`config.mk`:
```
export PLATFORM = sky130hd
export DESIGN_NAME = rgbmm_mac
export DESIGN_NICKNAME = d
export VERILOG_FILES = /design/src/rtl/rgbmm_pkg.sv /design/src/rtl/rgbmm_mac.sv
export SDC_FILE = /design/constraint.sdc
export NUM_CORES = 1
export LEC_CHECK = 0
export BUFFER_PORTS_ARGS = -buffer_cell sky130_fd_sc_hd__buf_2
export CORE_MARGIN = 4
export CORE_UTILIZATION = 40
export CTS_BUF_LIST = sky130_fd_sc_hd__clkbuf_4
export CTS_CLUSTER_SIZE = 30
export DETAILED_ROUTE_END_ITERATION = 7
export PLACE_DENSITY_LB_ADDON = 0.1
export RECOVER_POWER = 100
export SETUP_SLACK_MARGIN = 0.15
export SYNTH_ARGS = -nofsm -noshare
export SYNTH_HDL_FRONTEND = slang
export SYNTH_SLANG_ARGS = --single-unit
```
`constraint.sdc`:
```
create_clock -name clk -period 4.7 [get_ports clk]
set_input_delay 0.47 -clock clk [delete_from_list [all_inputs] [get_ports clk]]
set_output_delay 0.47 -clock clk [all_outputs]
set_load 0.05 [all_outputs]
```
`src/rtl/rgbmm_pkg.sv`:
```
// ----------------------------------------------------------------------------
// rgbmm_pkg
// Shared types and constants of the per-channel rgb matrix multiplier.
// ----------------------------------------------------------------------------
`default_nettype none

package rgbmm_pkg;

  localparam int MAX_DIM_DEF = 16;
  localparam int DIM_RESET   = 16;
  localparam int DIM_W       = 5;
  localparam int IDX_W       = 4;
  localparam int CH_W        = 8;
  localparam int KIND_W      = 2;
  localparam int CFG_AW      = 4;
  localparam int CFG_DW      = 32;
  localparam int REG_IDX_W   = 2;

  // item kinds
  localparam logic [KIND_W-1:0] KIND_LEFT  = 2'd0;
  localparam logic [KIND_W-1:0] KIND_RIGHT = 2'd1;
  localparam logic [KIND_W-1:0] KIND_QUERY = 2'd2;

  // register indexes
  localparam logic [REG_IDX_W-1:0] REG_LEFT_ROWS  = 2'd0;
  localparam logic [REG_IDX_W-1:0] REG_INNER_SIZE = 2'd1;
  localparam logic [REG_IDX_W-1:0] REG_RIGHT_COLS = 2'd2;

  typedef struct packed {
    logic [KIND_W-1:0] kind;
    logic [IDX_W-1:0]  row_index;
    logic [IDX_W-1:0]  col_index;
    logic [CH_W-1:0]   red_in;
    logic [CH_W-1:0]   green_in;
    logic [CH_W-1:0]   blue_in;
  } in_item_t;

  typedef struct packed {
    logic [CH_W-1:0] red_out;
    logic [CH_W-1:0] green_out;
    logic [CH_W-1:0] blue_out;
    logic            out_of_range;
  } out_item_t;

  typedef struct packed {
    logic [CH_W-1:0] red;
    logic [CH_W-1:0] green;
    logic [CH_W-1:0] blue;
  } rgb_t;

  typedef struct packed {
    logic [DIM_W-1:0] left_rows;
    logic [DIM_W-1:0] inner_size;
    logic [DIM_W-1:0] right_cols;
  } dims_t;

  typedef struct packed {
    logic             we_left;
    logic             we_right;
    logic [IDX_W-1:0] row;
    logic [IDX_W-1:0] col;
    rgb_t             data;
  } store_wr_t;

  typedef struct packed {
    logic             re;
    logic [IDX_W-1:0] row;
    logic [IDX_W-1:0] col;
    logic [DIM_W-1:0] step;
  } store_rd_t;

  typedef struct packed {
    logic clear;
    logic acc;
    logic emit;
    logic oor;
  } mac_ctl_t;

endpackage

`default_nettype wire

```
`src/rtl/rgbmm_mac.sv`:
```
// ----------------------------------------------------------------------------
// rgbmm_mac
// Three byte-wide multiply-accumulate channels and the result register.
// ----------------------------------------------------------------------------
`default_nettype none

module rgbmm_mac (
  input  wire logic                clk,
  input  wire logic                rst_n,
  input  wire rgbmm_pkg::mac_ctl_t ctl,
  input  wire rgbmm_pkg::rgb_t     left_q,
  input  wire rgbmm_pkg::rgb_t     right_q,
  output rgbmm_pkg::out_item_t     out_item,
  output logic                     out_strobe
);

  localparam int CH_W = rgbmm_pkg::CH_W;

  rgbmm_pkg::rgb_t acc_r, acc_nxt, base;
  rgbmm_pkg::out_item_t out_item_r;
  logic out_strobe_r;
  logic [2*CH_W-1:0] prod_red, prod_green, prod_blue;
  logic [CH_W-1:0]   add_red, add_green, add_blue;

  assign prod_red   = left_q.red   * right_q.red;
  assign prod_green = left_q.green * right_q.green;
  assign prod_blue  = left_q.blue  * right_q.blue;

  // only the low byte of each product matters modulo 256
  always_comb begin
    base      = ctl.clear ? '0 : acc_r;
    add_red   = ctl.acc ? prod_red[CH_W-1:0]   : '0;
    add_green = ctl.acc ? prod_green[CH_W-1:0] : '0;
    add_blue  = ctl.acc ? prod_blue[CH_W-1:0]  : '0;
    acc_nxt.red   = CH_W'(base.red   + add_red);
    acc_nxt.green = CH_W'(base.green + add_green);
    acc_nxt.blue  = CH_W'(base.blue  + add_blue);
  end

  always_ff @(posedge clk) begin
    acc_r <= acc_nxt;
    if (ctl.emit) begin
      out_item_r.red_out      <= acc_nxt.red;
      out_item_r.green_out    <= acc_nxt.green;
      out_item_r.blue_out     <= acc_nxt.blue;
      out_item_r.out_of_range <= ctl.oor;
    end
  end

  always_ff @(posedge clk) begin
    if (!rst_n) begin
      out_strobe_r <= 1'b0;
    end else begin
      out_strobe_r <= ctl.emit;
    end
  end

  assign out_item   = out_item_r;
  assign out_strobe = out_strobe_r;

endmodule

`default_nettype wire

```
==> impl_metrics.json, run 1 <==
{
  "clk_pin_slew_ps": 150,
  "critPathLaunch": "left_q[16]",
  "cap_viol_max_count": 1,
  "endpoint_kind": "flop",
  "p_total_uw": 2160,
  "power_density_nw_per_um2": 381,
  "grt_max_degree": 27,
  "place_inst": 756,
  "worst-r2r-setup-slack_ps": 2590,
  "htree_levels": 2,
  "fin_crit_sh_pct": 89.7,
  "final_antenna_net_count": 0,
  "core_um2": 12200,
  "leakage_uw": 0.00275,
  "required_ps": 4840,
  "gr-usage-all-layers_pct": 14.4,
  "post_cts_resized": 0,
  "tightest_slew_ps": 1490,
  "fmax_ghz": 0.237,
  "critPathLaunchType": "primary input",
  "rr_worst_depth": 9,
  "dieArea_um2": 14500,
  "drt_iter0_markers": 76,
  "dr.pass1.iters": 4,
  "hold_path_class": "in -> reg",
  "numCtsBuffers": 5,
  "synth_fp_nets": 673,
  "cp_data_arrival_time_ps": 4360,
  "synth_flop_cell": "edfxtp_1",
  "worstSetupEndpoint": "out_item[24]",
  "mostFrequentLayoutCell": "inv_1",
  "yosys_warnings": 0,
  "wl_per_cell_um": 12.7,
  "cts_tree": "built",
  "root_buffer": "clkbuf_4",
  "vias": 3499,
  "skew_ps": 6.76,
  "mappedNetlistArea_um2": 5050,
  "fin_cells": 764,
  "antenna_found_initial": 0,
  "synth_seq_cells": 50,
  "ios": 80,
  "holdBufCountCts": 0,
  "clock-sinks": 50,
  "gp_congestion": 0.834,
  "seq_area_frac_synth_pct": 24.8,
  "routed_wl_um": 9740,
  "fin_tns_setup_ps": 0,
  "violations": "capacitance limit",
  "final_nets": 757,
  "async_reset_ff_share_pct": 0,
  "remaining_drc_errors": 0,
  "outcome": "complete, but fails checks",
  "clock_latency_ps": 370,
  "port_buffers": 79,
  "fp-row-count": 40,
  "grt_first_pass_wirelength_um": 17100,
  "grt_remaining_overflow": 0,
  "postCtsSetupRepairBufs": 0,
  "irDropWorstVdd_uv": 131,
  "setup_viol": 0,
  "final_cell_mix": "75 x inv_1, 69 x ha_1, 61 x and2_1, 45 x xnor2_1, 45 x buf_2",
  "min_path_cells": 1,
  "hold_viol_final": 0,
  "start_util_pct": 41.5,
  "synth.distinct_cells": 24,
  "r2r-end": "out_item[15]",
  "criticalPathCategory": "in -> reg",
  "synth_edf_count": 25,
  "reg2reg_from": "acc_r[8]",
  "drv_slew": 0,
  "fp.dieW_um": 120,
  "fin_crit_ps": 4220,
  "drt-vias-per-instance": 4.58,
  "syn_area_per_cell_um2": 9.88,
  "diodes": 0,
  "syn_inst": 511,
  "slew_headroom_pct": 0.661,
  "grt_pass1_vias": 3723,
  "cts_max_path_buffers": 2,
  "syn_to_final_growth_pct": 12.3,
  "drive_gt1_share_pct": 12.2,
  "grt_setup_unrepaired": "no",
  "cp_max_fo": 8,
  "dieHeight_um": 120,
  "hpwlAfterDp_um": 8150
}
-- power breakdown --
group / total (uW) / switching, uW / internal, uW
sequential: 682 / 37.3 / 645
clock: 203 / 144 / 58.6
combinational: 1280 / 759 / 516
total: 2160 / 941 / 1220
-- Yosys cell counts (9+ instances only) --
cell type / n / area [um^2]
fa_1: 39 / 781
a21o_1: 9 / 67.6
and2_1: 75 / 469
nor2b_1: 22 / 138
inv_1: 75 / 282
xnor2_1: 45 / 394
a21oi_1: 21 / 105
edfxtp_1: 25 / 751
ha_1: 69 / 863
xor2_1: 9 / 78.8
dfxtp_1: 25 / 500
and2_2: 10 / 75.1
nand2_1: 42 / 158
-- layout make-up --
type	count	area (um^2)
Tap cell	168	210
Timing Repair Buffer	81	368
Multi-Input combinational cell	382	3500
Inverter	75	282
Fill cell	1204	6490
Clock inverter	3	21.3
Sequential cell	50	1250
Clock buffer	5	37.5
-- per-layer routing --
layer / wire, um / vias to the layer above / GRT usage, %
met4: 82 / 0 / 2.34
li1: - / 1790 / -
met1: 4620 / 1643 / 19.6
met3: 360 / 5 / 1.73
met2: 4680 / 61 / 24.9
met5: 0 / - / 0
-- critical path, cell delays in order --
cell and delay [ps]:
clkbuf_1 170, and2_0 210, fa_1 450, fa_1 490, ha_1 290, inv_1 50, fa_1 530, inv_1 40
ha_1 320, a21oi_1 170, xnor2_1 80, and2_1 160, ha_1 300, o21ai_0 90, a21oi_1 160, nand2_1 90
xnor2_1 200, xnor2_1 100
-- through the flow --
step                      setup WS, ps  hold WS [ps]  area [um^2]  utilization (%)
final                              485           260         5670             46.6
after detailed placement           115           589         5660             46.5
after global placement             155           584         5660             46.5
after CTS                          523           235         5720             47.0
after global routing               120           214         5670             46.6
after floorplan                    498           569         5050                -
-- state kept, by name (all words and copies together) (netlist names) --
register and count:
out_item 25, acc_r 24, out_strobe 1
-- worst min-delay path by stage --
stage	from	end	slack [ps]
2_1_floorplan	ctl[0]	out_item[0]	570
3_3_place_gp	acc_r[16]	acc_r[16]	580
3_5_place_dp	acc_r[16]	acc_r[16]	590
4_1_cts	ctl[0]	out_item[0]	230
5_1_grt	ctl[0]	out_item[0]	210
6_report	ctl[0]	out_item[0]	260
-- cells by family after synthesis --
family	Yosys count	synth area share [%]
AOI/OAI and AO/OA	42	4.90
xor gates and xnor gates	63	13.0
and+or+nand+nor	169	18.9
adders and majority gates	108	32.5
DFF	50	24.8
buffers and inverters	79	5.87
(Power assumes the default switching activity.)
==> run 2: changes to the inputs <==
CORE_MARGIN = 10   (was 4)
MAX_ROUTING_LAYER = met4   (was not set)
==> run 2 against run 1 <==
Count of clock-buffer cells in the layout did not move. Register-to-register slack got worse by 30 ps. Largest cell class unchanged. Wire length rose by 8.6%. Global-route usage fell by 1.6 points. Non-clock buffer count fell by 2. Combinational power barely moved. Setup slack got worse by 16 ps. Sequential power barely moved. Clock skew rose by 16 ps. Critical endpoint is now out_item[16]. Worst hold slack improved by 15 ps. The flow finishes with violations (capacitance limit, slew limit). Highest routed layer unchanged.
==> impl_metrics.json, run 2 (same netlist as run 1, synthesis figures left out) <==
{
  "outcome": "complete, but fails checks",
  "violations": "capacitance limit, slew limit",
  "cp_common_cell": "fa_1",
  "cts_max_path_buffers": 2,
  "drt-vias-per-instance": 4.55,
  "fin_util_pct": 46.5,
  "leakage_uw": 0.00276,
  "mostFrequentLayoutCell": "inv_1",
  "drv_slew": 27,
  "crit_family": "adder cells",
  "start_util_pct": 41.4,
  "hold_viol_final": 0,
  "criticalPathCategory": "in -> reg",
  "drive_gt1_share_pct": 12.0,
  "core_um2": 12200,
  "dp_slack_ps": 116,
  "drt_iter0_markers": 90,
  "fin_tns_setup_ps": 0,
  "numCtsBuffers": 5,
  "required_ps": 4800,
  "path_cells": "clkbuf_1 -> and2_1 -> fa_1 -> inv_1 -> fa_1 -> fa_1 -> fa_1 -> inv_1 -> ha_1 -> xnor2_1 -> and2_0 -> ha_1 -> nor4_1 -> a21oi_1 -> nand2_1 -> xnor2_1 -> xnor2_1",
  "clock_latency_ps": 360,
  "antenna_found_initial": 0,
  "postCtsSetupRepairBufs": 0,
  "fp-row-count": 40,
  "endpoint_kind": "flop",
  "skew_ps": 23.0,
  "path_buf_inv": 3,
  "cp_max_fo": 6,
  "hold-worst-slack_ps": 275,
  "grt_pass1_vias": 3843,
  "cts_tree": "built",
  "fmax_ghz": 0.236,
  "final_nets": 755,
  "htree_levels": 2,
  "vias": 3464,
  "tightest_slew_ps": 1570,
  "diodes": 0,
  "irDropWorstVdd_uv": 284,
  "cap_viol_max_count": 1,
  "setup_viol": 0,
  "fill_cells": 1250,
  "dieHeight_um": 132,
  "dr.pass1.iters": 4,
  "clk_pin_slew_ps": 150,
  "grt_setup_unrepaired": "no",
  "hpwlAfterDp_um": 8870,
  "post_cts_resized": 0,
  "routed_wl_um": 10600,
  "grt_max_degree": 27,
  "final_cell_mix": "75 x inv_1, 69 x ha_1, 64 x and2_1, 46 x buf_2, 45 x xnor2_1",
  "syn_to_final_growth_pct": 12.5,
  "fp.dieW_um": 132,
  "setup_slack_ps": 469,
  "cp_data_arrival_time_ps": 4330,
  "clock-sinks": 50,
  "fin_crit_sh_pct": 90.0,
  "fin_crit_ps": 4230,
  "slew_headroom_pct": -4.95,
  "grt_remaining_overflow": 0,
  "hold_path_class": "in -> reg",
  "holdBufCountCts": 0,
  "gp_congestion": 0.864,
  "final_antenna_net_count": 0,
  "slowest_stage": "fa_1",
  "grt_first_pass_wirelength_um": 18500,
  "critPathLaunchType": "primary input",
  "dieArea_um2": 17500,
  "ios": 80,
  "slowest_delay_ps": 550,
  "gr-usage-all-layers_pct": 12.8,
  "largest_reg_flops": 25,
  "power_density_nw_per_um2": 389,
  "port_buffers": 79,
  "wl_per_cell_um": 13.9,
  "remaining_drc_errors": 0,
  "root_buffer": "clkbuf_4"
}
-- run 2: worst paths after layout --
path                             startpoint           end  slack, ps  cells after the start
worst max-delay path            right_q[10]  out_item[16]        470                     17
worst min-delay path                 ctl[0]   out_item[0]        280                      1
worst max register to register    acc_r[16]  out_item[23]       2560                      9
worst min register to register    acc_r[16]     acc_r[16]        630                      2
-- run 2: layout make-up --
class / instances / area (um^2) / share of cell area [%]
clock inverters: 3 / 42.5 / 0.749
well taps: 168 / 210 / 3.70
flip-flops and latches: 50 / 1250 / 22.0
multi-input cells: 382 / 3500 / 61.7
repair buffers: 79 / 354 / 6.23
inverters: 75 / 282 / 4.96
clock buffers: 5 / 37.5 / 0.661
-- run 2: per-layer routing --
metal,GRT usage [%],up-vias,share of wire (%)
met3,1.64,2,1.9
met5,-,-,0
met4,2.02,0,0.48
met2,21.6,44,49
li1,-,1783,-
met1,16.3,1635,48
-- run 2: where the power goes --
part	internal (uW)	total [uW]	switching, uW
combinational	516	1280	762
sequential	645	680	35.4
clock	112	250	138
total	1270	2210	935
-- run 2: worst register-to-register path: cells and delay by family (launching register included) --
kind	cells	cell delay (ps)
AO/OA/AOI/OAI	3	450
XOR/XNOR	1	120
adder cells (fa/ha/maj)	2	680
flip-flops	1	320
AND/OR/NAND/NOR	3	340
-- run 2: per-stage QoR --
stage | cell area, um^2 | instances | power, uW
3_3_place_gp | 5640 | 754 | 1990
4_1_cts | 5720 | 762 | 2270
6_report | 5680 | 762 | 2210
5_1_grt | 5680 | 762 | 2420
2_1_floorplan | 5050 | 511 | 1710
3_5_place_dp | 5640 | 754 | 2000
