### src/rtl/rgbmm_pkg.sv
// ----------------------------------------------------------------------------
// rgbmm_pkg
// Shared types and constants of the per-channel rgb matrix multiplier.
// ----------------------------------------------------------------------------
`default_nettype none

package rgbmm_pkg;

  localparam int MAX_DIM_DEF = 16;
  localparam int DIM_RESET   = 16;
  localparam int DIM_W       = 5;
  localparam int IDX_W       = 4;
  localparam int CH_W        = 8;
  localparam int KIND_W      = 2;
  localparam int CFG_AW      = 4;
  localparam int CFG_DW      = 32;
  localparam int REG_IDX_W   = 2;

  // item kinds
  localparam logic [KIND_W-1:0] KIND_LEFT  = 2'd0;
  localparam logic [KIND_W-1:0] KIND_RIGHT = 2'd1;
  localparam logic [KIND_W-1:0] KIND_QUERY = 2'd2;

  // register indexes
  localparam logic [REG_IDX_W-1:0] REG_LEFT_ROWS  = 2'd0;
  localparam logic [REG_IDX_W-1:0] REG_INNER_SIZE = 2'd1;
  localparam logic [REG_IDX_W-1:0] REG_RIGHT_COLS = 2'd2;

  typedef struct packed {
    logic [KIND_W-1:0] kind;
    logic [IDX_W-1:0]  row_index;
    logic [IDX_W-1:0]  col_index;
    logic [CH_W-1:0]   red_in;
    logic [CH_W-1:0]   green_in;
    logic [CH_W-1:0]   blue_in;
  } in_item_t;

  typedef struct packed {
    logic [CH_W-1:0] red_out;
    logic [CH_W-1:0] green_out;
    logic [CH_W-1:0] blue_out;
    logic            out_of_range;
  } out_item_t;

  typedef struct packed {
    logic [CH_W-1:0] red;
    logic [CH_W-1:0] green;
    logic [CH_W-1:0] blue;
  } rgb_t;

  typedef struct packed {
    logic [DIM_W-1:0] left_rows;
    logic [DIM_W-1:0] inner_size;
    logic [DIM_W-1:0] right_cols;
  } dims_t;

  typedef struct packed {
    logic             we_left;
    logic             we_right;
    logic [IDX_W-1:0] row;
    logic [IDX_W-1:0] col;
    rgb_t             data;
  } store_wr_t;

  typedef struct packed {
    logic             re;
    logic [IDX_W-1:0] row;
    logic [IDX_W-1:0] col;
    logic [DIM_W-1:0] step;
  } store_rd_t;

  typedef struct packed {
    logic clear;
    logic acc;
    logic emit;
    logic oor;
  } mac_ctl_t;

endpackage

`default_nettype wire

### src/rtl/rgbmm_cfg.sv
// ----------------------------------------------------------------------------
// rgbmm_cfg
// Dimension registers behind the apb port, clamped to MAX_DIM on write.
// ----------------------------------------------------------------------------
`default_nettype none

module rgbmm_cfg #(
  parameter int MAX_DIM = rgbmm_pkg::MAX_DIM_DEF
) (
  input  wire logic                         clk,
  input  wire logic                         rst_n,
  input  wire logic                         psel,
  input  wire logic                         penable,
  input  wire logic                         pwrite,
  input  wire logic [rgbmm_pkg::CFG_AW-1:0] paddr,
  input  wire logic [rgbmm_pkg::CFG_DW-1:0] pwdata,
  output logic      [rgbmm_pkg::CFG_DW-1:0] prdata,
  output logic                              pready,
  output rgbmm_pkg::dims_t                  dims
);

  localparam int DIM_W = rgbmm_pkg::DIM_W;
  localparam int RESET_VAL = (rgbmm_pkg::DIM_RESET > MAX_DIM) ? MAX_DIM
                                                              : rgbmm_pkg::DIM_RESET;

  rgbmm_pkg::dims_t dims_r, dims_nxt;
  logic [DIM_W-1:0] wval;
  logic [rgbmm_pkg::REG_IDX_W-1:0] reg_idx;
  logic wr_en;

  assign pready  = 1'b1;
  assign reg_idx = paddr[rgbmm_pkg::CFG_AW-1:2];
  assign wr_en   = psel && penable && pwrite && pready;

  // values above the maximum act as the maximum
  always_comb begin
    if (32'(pwdata[DIM_W-1:0]) > 32'(MAX_DIM)) begin
      wval = DIM_W'(MAX_DIM);
    end else begin
      wval = pwdata[DIM_W-1:0];
    end
  end

  always_comb begin
    dims_nxt = dims_r;
    if (wr_en) begin
      case (reg_idx)
        rgbmm_pkg::REG_LEFT_ROWS:  dims_nxt.left_rows  = wval;
        rgbmm_pkg::REG_INNER_SIZE: dims_nxt.inner_size = wval;
        rgbmm_pkg::REG_RIGHT_COLS: dims_nxt.right_cols = wval;
        default: dims_nxt = dims_r;
      endcase
    end
  end

  always_ff @(posedge clk) begin
    if (!rst_n) begin
      dims_r.left_rows  <= DIM_W'(RESET_VAL);
      dims_r.inner_size <= DIM_W'(RESET_VAL);
      dims_r.right_cols <= DIM_W'(RESET_VAL);
    end else begin
      dims_r <= dims_nxt;
    end
  end

  always_comb begin
    case (reg_idx)
      rgbmm_pkg::REG_LEFT_ROWS:  prdata = rgbmm_pkg::CFG_DW'(dims_r.left_rows);
      rgbmm_pkg::REG_INNER_SIZE: prdata = rgbmm_pkg::CFG_DW'(dims_r.inner_size);
      rgbmm_pkg::REG_RIGHT_COLS: prdata = rgbmm_pkg::CFG_DW'(dims_r.right_cols);
      default:                   prdata = '0;
    endcase
  end

  assign dims = dims_r;

endmodule

`default_nettype wire

### config.mk
export PLATFORM = sky130hd
export DESIGN_NAME = rgbmm_cfg
export DESIGN_NICKNAME = d
export VERILOG_FILES = /design/src/rtl/rgbmm_pkg.sv /design/src/rtl/rgbmm_cfg.sv
export SDC_FILE = /design/constraint.sdc
export NUM_CORES = 1
export LEC_CHECK = 0
export ABC_AREA = 1
export BUFFER_PORTS_ARGS = -buffer_cell sky130_fd_sc_hd__clkbuf_2
export CAP_MARGIN = 20
export CORE_MARGIN = 2
export CORE_UTILIZATION = 25
export CTS_BUF_LIST = sky130_fd_sc_hd__clkbuf_16
export CTS_CLUSTER_SIZE = 16
export DETAILED_ROUTE_END_ITERATION = 6
export GPL_TIMING_DRIVEN = 0
export SYNTH_ARGS = -nofsm -noshare
export SYNTH_HDL_FRONTEND = slang
export SYNTH_SLANG_ARGS = --single-unit
### constraint.sdc
create_clock -name clk -period 1.44 [get_ports clk]
set_input_delay 0.216 -clock clk [delete_from_list [all_inputs] [get_ports clk]]
set_output_delay 0.216 -clock clk [all_outputs]
set_load 0.1 [all_outputs]
==> flow_summary.ini, run 1 <==
[run_status]
status = finished, final reports clean

[clocking]
ctsLongestPathBuffers = 2
cts_hold_buffers = 0
clk_pin_slew_worst_paths_ns = 0.05
post_cts_buffers = 0
htree_levels = 1
clk_latency_ns = 0.25
cts_tree = done
cts_made_buffers = 3
clock_sinks = 15
cts-root-buf = clkbuf_16

[global_route]
grt_pass1_vias = 755
grt_pass1_wl_um = 3500
gr-total-overflow = 0
globalRouteTotalUtil = 0.107
antenna_found_initial = 0
grt_max_degree = 11

[synth]
synth_top_family_by_area = simple AND/OR/NAND/NOR gates
yosys_warnings = 0
synth_adder_area_share = 0
synth_top_area_share = 0.322
synth_simple_gate_area_share = 0.315
synth_compound_area_frac = 0.0804
synth.area.top_cells = dfxtp_1 (32%), buf_4 (23%), nor2_1 (10%), nand2_1 (9.2%), o21ai_0 (6.4%)
synth-seq-cells = 15
muxShareOfSynthArea = 0
synth_xor_area_frac = 0
synthCells = 136
ys_seq_area_frac = 0.322
synth_top_area_cell = dfxtp_1
synthesis.area_um2 = 933
synth.distinct_cells = 14
synth_area_per_cell_um2 = 6.86

[finish]
diodes = 0
largest_reg_flops = 15
nets = 239
drive_above_1_share = 0.477
final_common_cell = buf_4
most-common-layout-cells = buf_4 (30), conb_1 (28), nor2_1 (26), clkbuf_2 (26), nand2_1 (23)
fillCellCount = 386
area_growth_pct = 48.1

[worst_setup_path]
r2r-start = dims[3]
cp_max_fo = 5
arrival_ns = 1.13
required_ns = 1.22
path_cells = clkbuf_2, inv_1, nand2_2, inv_1, nand2_1, nand3_2, clkbuf_4
startpoint = paddr[2]
path_delay_family = buffers and inverters
setup.worst_path.start_class = input port
crit_slowest_cell = clkbuf_4
crit_type = in -> out
cp_common_cell = inv_1
cp-end-kind = primary output
cp_num_buf_inv = 4
critical-path-max-stage-delay_ns = 0.32

[placed_design]
port_buffers = 31
dp_hpwl_um = 1790
post-place-ws_ns = -0.0605
gp_congestion = 0.744

[timing]
fin_skew_ns = 0
fin_hold_ws_ns = 0.248
relSlewSlack = 0.638
finalSetupViolations = 0
min_period_ns = 1.35
hold_viol = 0
worst_slack_ns = 0.0903
finalSetupTns_ns = 0
worst_pin_slew_ns = 0.546
final_max_slew_viol_count = 0
post-route-period-util = 0.937
rsz0062_at_grt = false
fmax_mhz = 741

[floorplanning]
initial_core_util = 0.257
die_w_um = 65.1
dieHeight_um = 65.1
fp-row-count = 22
dieArea_um2 = 4240
core-area_um2 = 3630
ios = 89

[route]
initialDrtViolationCount = 10
wire_per_inst_um = 8.96
drc_errors = 0
firstDrtPassIters = 4
via_count = 899
totalWireLength_um = 2200
ant_nets = 0
viasPerCell = 3.67

[run]
drv_cap = 0

[power]
vdd_drop_max_uv = 426
p_per_area_nw_per_um2 = 1130
p_leak_nw = 0.811
finalPower_w = 0.00156

[min_path]
hp-start = rst_n
hold_class = in -> reg
## kinds of logic (layout without fill, tap and decap cells)
logic type | Yosys count | in the layout
buf+inv | 40 | 75
compound gates | 15 | 15
other cells | 2 | 28
flops | 15 | 15
simple gates | 64 | 64
## path summary, 6_finish.rpt
kind | depth (start not counted) | slack, ns | endpoint
worst max-delay path | 7 | 0.09 | prdata[2]
worst max register to register | 2 | 0.76 | dims[3]
worst min register to register | 2 | 0.47 | dims[14]
worst min-delay path | 3 | 0.25 | dims[13]
## area by class of cell
| class | count | area [um2] | share of cell area |
|---|---|---|---|
| sequential | 15 | 319 | 0.231 |
| clock buffer | 3 | 75.1 | 0.0543 |
| multi-input combinational | 107 | 499 | 0.361 |
| tap | 48 | 60.1 | 0.0434 |
| timing repair buffer | 31 | 168 | 0.121 |
| inverter | 11 | 41.3 | 0.0299 |
| buffer | 29 | 215 | 0.156 |
| clock inverter | 1 | 5.00 | 0.00362 |
## cell usage after synthesis (all sizes together)
master,instances
a21oi,3
o21ai,12
dfxtp,15
nand2,26
buf,29
nor2,29
inv,11
conb,2
nand3,9
## worst reg2reg max path, delay by kind of cell (launching register included)
family	cells	cell delay [ns]
DFF	1	0.32
AOI/OAI and AO/OA	1	0.19
and+or+nand+nor	1	0.06
## layer usage
layer	up-vias	global-route usage	share of wire
met4	0	0.0469	0.013
met3	4	0.0223	0.053
met1	378	0.139	0.44
li1	489	-	-
met5	-	0	0
met2	28	0.173	0.49
## timing repair
action / CTS / global route
pin swaps: 0 / 0
endpoints found under the setup margin: 5 / 2
cloned: 0 / 0
resized for setup: 5 / 2
## per-stage QoR
step,instance area [um2],instances,utilization
3_3_place_gp,1290,241,0.355
2_1_floorplan,1070,162,-
3_5_place_dp,1290,241,0.355
6_report,1380,245,0.381
5_1_grt,1380,245,0.381
4_1_cts,1380,245,0.381
## report_power, final
group / internal, W / switching, W / leakage [nW]
registers: 0.000427 / 0.00000702 / 0.126
clock network: 0.000371 / 0.000177 / 0.0409
logic: 0.0000931 / 0.000488 / 0.645
total: 0.000891 / 0.000672 / 0.811
Note: power is estimated with default switching activity, not from simulation.
==> run 2: changes to the inputs <==
clock period = 1.5 ns   (was 1.44 ns; I/O delays follow)
==> run 2 against run 1 <==
  * Clock power down 4.2%
  * Routed wire length down 0.46%
  * Non-clock buffer count unchanged
  * Register-to-register slack better by 0.06 ns
  * Flip-flop and latch count unchanged
  * Sequential power down 4%
  * Combinational power down 4.1%
  * Critical endpoint is now prdata[3]
==> flow_summary.ini, run 2 (synthesized netlist as in run 1, its figures left out) <==
[timing]
worst_slack_ns = 0.131
final_max_slew_viol_count = 0
finalSetupViolations = 0
hold_viol = 0
fin_hold_ws_ns = 0.255
fin_skew_ns = 0
worst_pin_slew_ns = 0.546
rsz0062_at_grt = false
post-route-period-util = 0.913
min_period_ns = 1.37
fmax_mhz = 730
relSlewSlack = 0.638

[global_route]
antenna_found_initial = 0
globalRouteTotalUtil = 0.107
gr-total-overflow = 0
grt_pass1_wl_um = 3500
grt_pass1_vias = 755
grt_max_degree = 11

[clocking]
ctsLongestPathBuffers = 2
clk_latency_ns = 0.25
cts_hold_buffers = 0
post_cts_buffers = 0
clock_sinks = 15
htree_levels = 1
cts-root-buf = clkbuf_16
clk_pin_slew_worst_paths_ns = 0.05
cts_made_buffers = 3
cts_tree = done

[worst_setup_path]
cp_max_fo = 5
critical-path-max-stage-delay_ns = 0.32
cp_common_cell = inv_1
path_cells = clkbuf_2, inv_1, nand2_2, inv_1, nand2_1, nand3_2, clkbuf_4
arrival_ns = 1.14
required_ns = 1.27
setup.worst_path.start_class = input port
crit_type = in -> out
cp-end-kind = primary output
crit_slowest_cell = clkbuf_4

[finish]
instances_no_fill = 245
most-common-layout-cells = buf_4 (28), conb_1 (28), nor2_1 (26), clkbuf_2 (26), nand2_1 (23)
drive_above_1_share = 0.477
largest_reg_flops = 15
diodes = 0
area_growth_pct = 48.1
nets = 239

[power]
p_leak_nw = 0.811
switching_share = 0.430
seqPwrFrac = 0.278
switchingPower_w = 0.000645
p_per_area_nw_per_um2 = 1080
vdd_drop_max_uv = 408
power.internal_w = 0.000855
pwr-share-clk = 0.351
power_frac_comb = 0.371

[floorplanning]
fp-row-count = 22
dieArea_um2 = 4240
core-area_um2 = 3630
ios = 89
die_w_um = 65.1
initial_core_util = 0.257
dieHeight_um = 65.1

[placed_design]
gp_congestion = 0.744
port_buffers = 31
dp_cells = 241
post-place-ws_ns = -0.0185
dp_hpwl_um = 1790

[route]
totalWireLength_um = 2190
firstDrtPassIters = 4
wire_per_inst_um = 8.92
ant_nets = 0
initialDrtViolationCount = 10
via_count = 890
drc_errors = 0
viasPerCell = 3.63

[min_path]
hold_class = in -> reg

[run_status]
status = finished, final reports clean

[run]
drv_cap = 0
## run 2: cell count changes in the layout (fill, tap and decap cells not counted)
cell,previous run,this run
buf_4,30,28
clkbuf_4,3,5
## run 2: layout make-up
class                   instances  area, um2
multi-input cells             107        499
flip-flops and latches         15        319
well taps                      48       60.1
fillers                       386       2250
plain buffers                  29        215
repair buffers                 31        168
clock buffers                   3       75.1
inverters                      11       41.3
clock inverters                 1       5.00
## run 2: power groups by stage
stage	registers, W	clock network (W)	logic (W)
floorplan	0.000486	0	0.000444
global placement	0.000425	0	0.000553
detailed placement	0.000425	0	0.000554
CTS	0.000417	0.000531	0.000557
global route	0.000417	0.000549	0.000577
finish	0.000416	0.000526	0.000557
## run 2: per-layer routing
layer | track usage | vias up | routed length, um
li1 | - | 488 | -
met1 | 0.139 | 370 | 969
met2 | 0.173 | 28 | 1070
met3 | 0.0223 | 4 | 115
met4 | 0.0469 | 0 | 31
met5 | 0 | - | 0
## run 2: path summary, 6_finish.rpt
kind | slack [ns] | from | end | cells after the start
setup / recovery | 0.13 | paddr[2] | prdata[3] | 7
hold / removal | 0.25 | rst_n | dims[13] | 3
setup reg to reg | 0.82 | dims[3] | dims[3] | 2
hold reg to reg | 0.47 | dims[14] | dims[14] | 2
## run 2: what timing repair did
action                                  in CTS  in global routing
gates resized for setup                      5                  0
hold endpoints to repair                     0                  0
endpoints found under the setup margin       5                  0
## run 2: metrics by stage
stage | cell area [um2] | total power, W | util | TNS (ns)
6_report | 1380 | 0.00150 | 0.381 | 0
4_1_cts | 1380 | 0.00150 | 0.381 | 0
3_5_place_dp | 1290 | 0.000978 | 0.355 | -0.0442
5_1_grt | 1380 | 0.00154 | 0.381 | 0
3_3_place_gp | 1290 | 0.000978 | 0.355 | 0
2_1_floorplan | 1070 | 0.000930 | - | 0
## run 2: worst max-delay path, delay by kind of cell
kind          cells  cell delay (ns)
buf+inv           4             0.67
simple gates      3             0.24
==> run 3: changes to the inputs <==
BUFFER_PORTS_ARGS = default   (was -buffer_cell sky130_fd_sc_hd__clkbuf_2)
CAP_MARGIN = 5   (was 20)
DONT_BUFFER_PORTS = 1   (was default)
GPL_TIMING_DRIVEN = default   (was 0)
==> run 3 against run 2 <==
  * Largest cell class unchanged
  * Critical path depth shrank 4
  * Combinational power down 11%
  * Sequential share of layout area increased by 3.3 points
  * Register-to-register slack got worse by 0.23 ns
  * Non-clock buffer count fell by 40
  * Sequential power about the same
  * Design area is 12% lower
  * Flip-flop and latch count did not move
  * Global-route usage shrank 0.68 points
  * Clock skew did not move
==> flow_summary.ini, run 3 (synthesized netlist as in run 1, its figures left out) <==
[floorplanning]
dieHeight_um = 65.1
initial_core_util = 0.257
core-area_um2 = 3630
die_w_um = 65.1
fp-row-count = 22
ios = 89
dieArea_um2 = 4240

[route]
firstDrtPassIters = 4
drc_errors = 0
wire_per_inst_um = 10.3
totalWireLength_um = 2120
initialDrtViolationCount = 8
viasPerCell = 3.90
via_count = 800
ant_nets = 0

[timing]
min_period_ns = 1.16
worst_slack_ns = 0.336
final_max_slew_viol_count = 0
finalSetupTns_ns = 0
finalSetupViolations = 0
hold_viol = 0
fin_hold_ws_ns = 0.0644
fin_skew_ns = 0
post-route-period-util = 0.776
rsz0062_at_grt = false
fmax_mhz = 859

[finish]
final_common_cell = conb_1
largest_reg_flops = 15
most-common-layout-cells = conb_1 (28), nor2_1 (26), nand2_1 (23)
drive_above_1_share = 0.338
diodes = 0
area_growth_pct = 29.8
nets = 199
fillCellCount = 402

[global_route]
globalRouteTotalUtil = 0.100
grt_pass1_wl_um = 3240
grt_pass1_vias = 664
antenna_found_initial = 0
gr-total-overflow = 0
grt_max_degree = 16

[clocking]
post_cts_resized = 0
clock_sinks = 15
cts-root-buf = clkbuf_16
cts_made_buffers = 3
clk_pin_slew_worst_paths_ns = 0.05
cts_tree = done
ctsLongestPathBuffers = 2
htree_levels = 1
clk_latency_ns = 0.24
cts_hold_buffers = 0
post_cts_buffers = 0

[worst_setup_path]
path_delay_family = flip-flops
required_ns = 1.27
critical-path-max-stage-delay_ns = 0.32
crit_slowest_cell = dfxtp_2
r2r_slack_ns = 0.59
rr_endpoint = dims[12]
cp_max_fo = 3
crit_type = reg -> out
setup.worst_path.start_class = flip-flop
cp-end-kind = primary output
arrival_ns = 0.94
cp_num_buf_inv = 1
reg2regPathDepth = 3
path_cells = nand2_1, nand3_2, buf_12
r2r-start = dims[12]

[power]
p_leak_nw = 0.640
vdd_drop_max_uv = 696
p_per_area_nw_per_um2 = 1180

[run]
drv_cap = 0

[min_path]
whs_endpoint = dims[4]
hp-start = rst_n
whs_path_depth = 1
hold_class = in -> reg

[run_status]
status = finished, final reports clean

[placed_design]
port_buffers = 0
gp_congestion = 0.714
post-place-ws_ns = 0.366
dp_hpwl_um = 1680
==> run 3: cell count changes in the layout (fill, tap and decap cells not counted), sizes merged <==
cell	delta
clkinv	-1
inv	+1
buf	-9
clkbuf	-31
==> run 3: worst register-to-register path, delay by kind of cell, from the launching register on <==
kind,cells,cell delay (ns)
flip-flops,1,0.32
AO/OA/AOI/OAI,1,0.14
buffers and inverters,1,0.29
AND/OR/NAND/NOR,1,0.10
==> run 3: how the worst max path moves through the flow <==
stage | to | slack (ns) | start | cells after the start
global route | prdata[3] | 0.28 | paddr[3] | 6
floorplan | prdata[4] | 0.08 | dims[4] | 2
finish | prdata[3] | 0.34 | dims[8] | 3
global placement | prdata[3] | 0.38 | paddr[2] | 6
detailed placement | prdata[3] | 0.37 | paddr[3] | 6
CTS | prdata[3] | 0.34 | dims[8] | 3
==> run 3: report_power, final <==
group          total, W  internal, W  switching (W)
logic          0.000495    0.0000469       0.000448
clock network  0.000513     0.000353       0.000160
registers      0.000416     0.000410     0.00000580
total           0.00142     0.000810       0.000613
==> run 3: layer usage <==
metal | share of wire | GRT usage | vias to the layer above
met3 | 0.073 | 0.0274 | 4
met1 | 0.43 | 0.124 | 358
met4 | 0.018 | 0.0469 | 0
li1 | - | - | 406
met5 | 0 | 0 | -
met2 | 0.48 | 0.162 | 32
==> run 3: per-stage QoR <==
step                area [um2]  total power [W]  cells  utilization
floorplan                 1070         0.000930    162            -
global route              1210          0.00146    205        0.333
detailed placement        1130         0.000918    201        0.312
finish                    1210          0.00142    205        0.333
CTS                       1210          0.00142    205        0.333
global placement          1130         0.000917    201        0.312
==> run 3: cell type report <==
type	instances	area, um2	share of cell area
inverter	11	41.3	0.0341
tap	48	60.1	0.0496
sequential	15	319	0.263
clock buffer	3	75.1	0.0620
multi-input combinational	107	499	0.412
timing repair buffer	20	213	0.176
clock inverter	1	3.75	0.00310
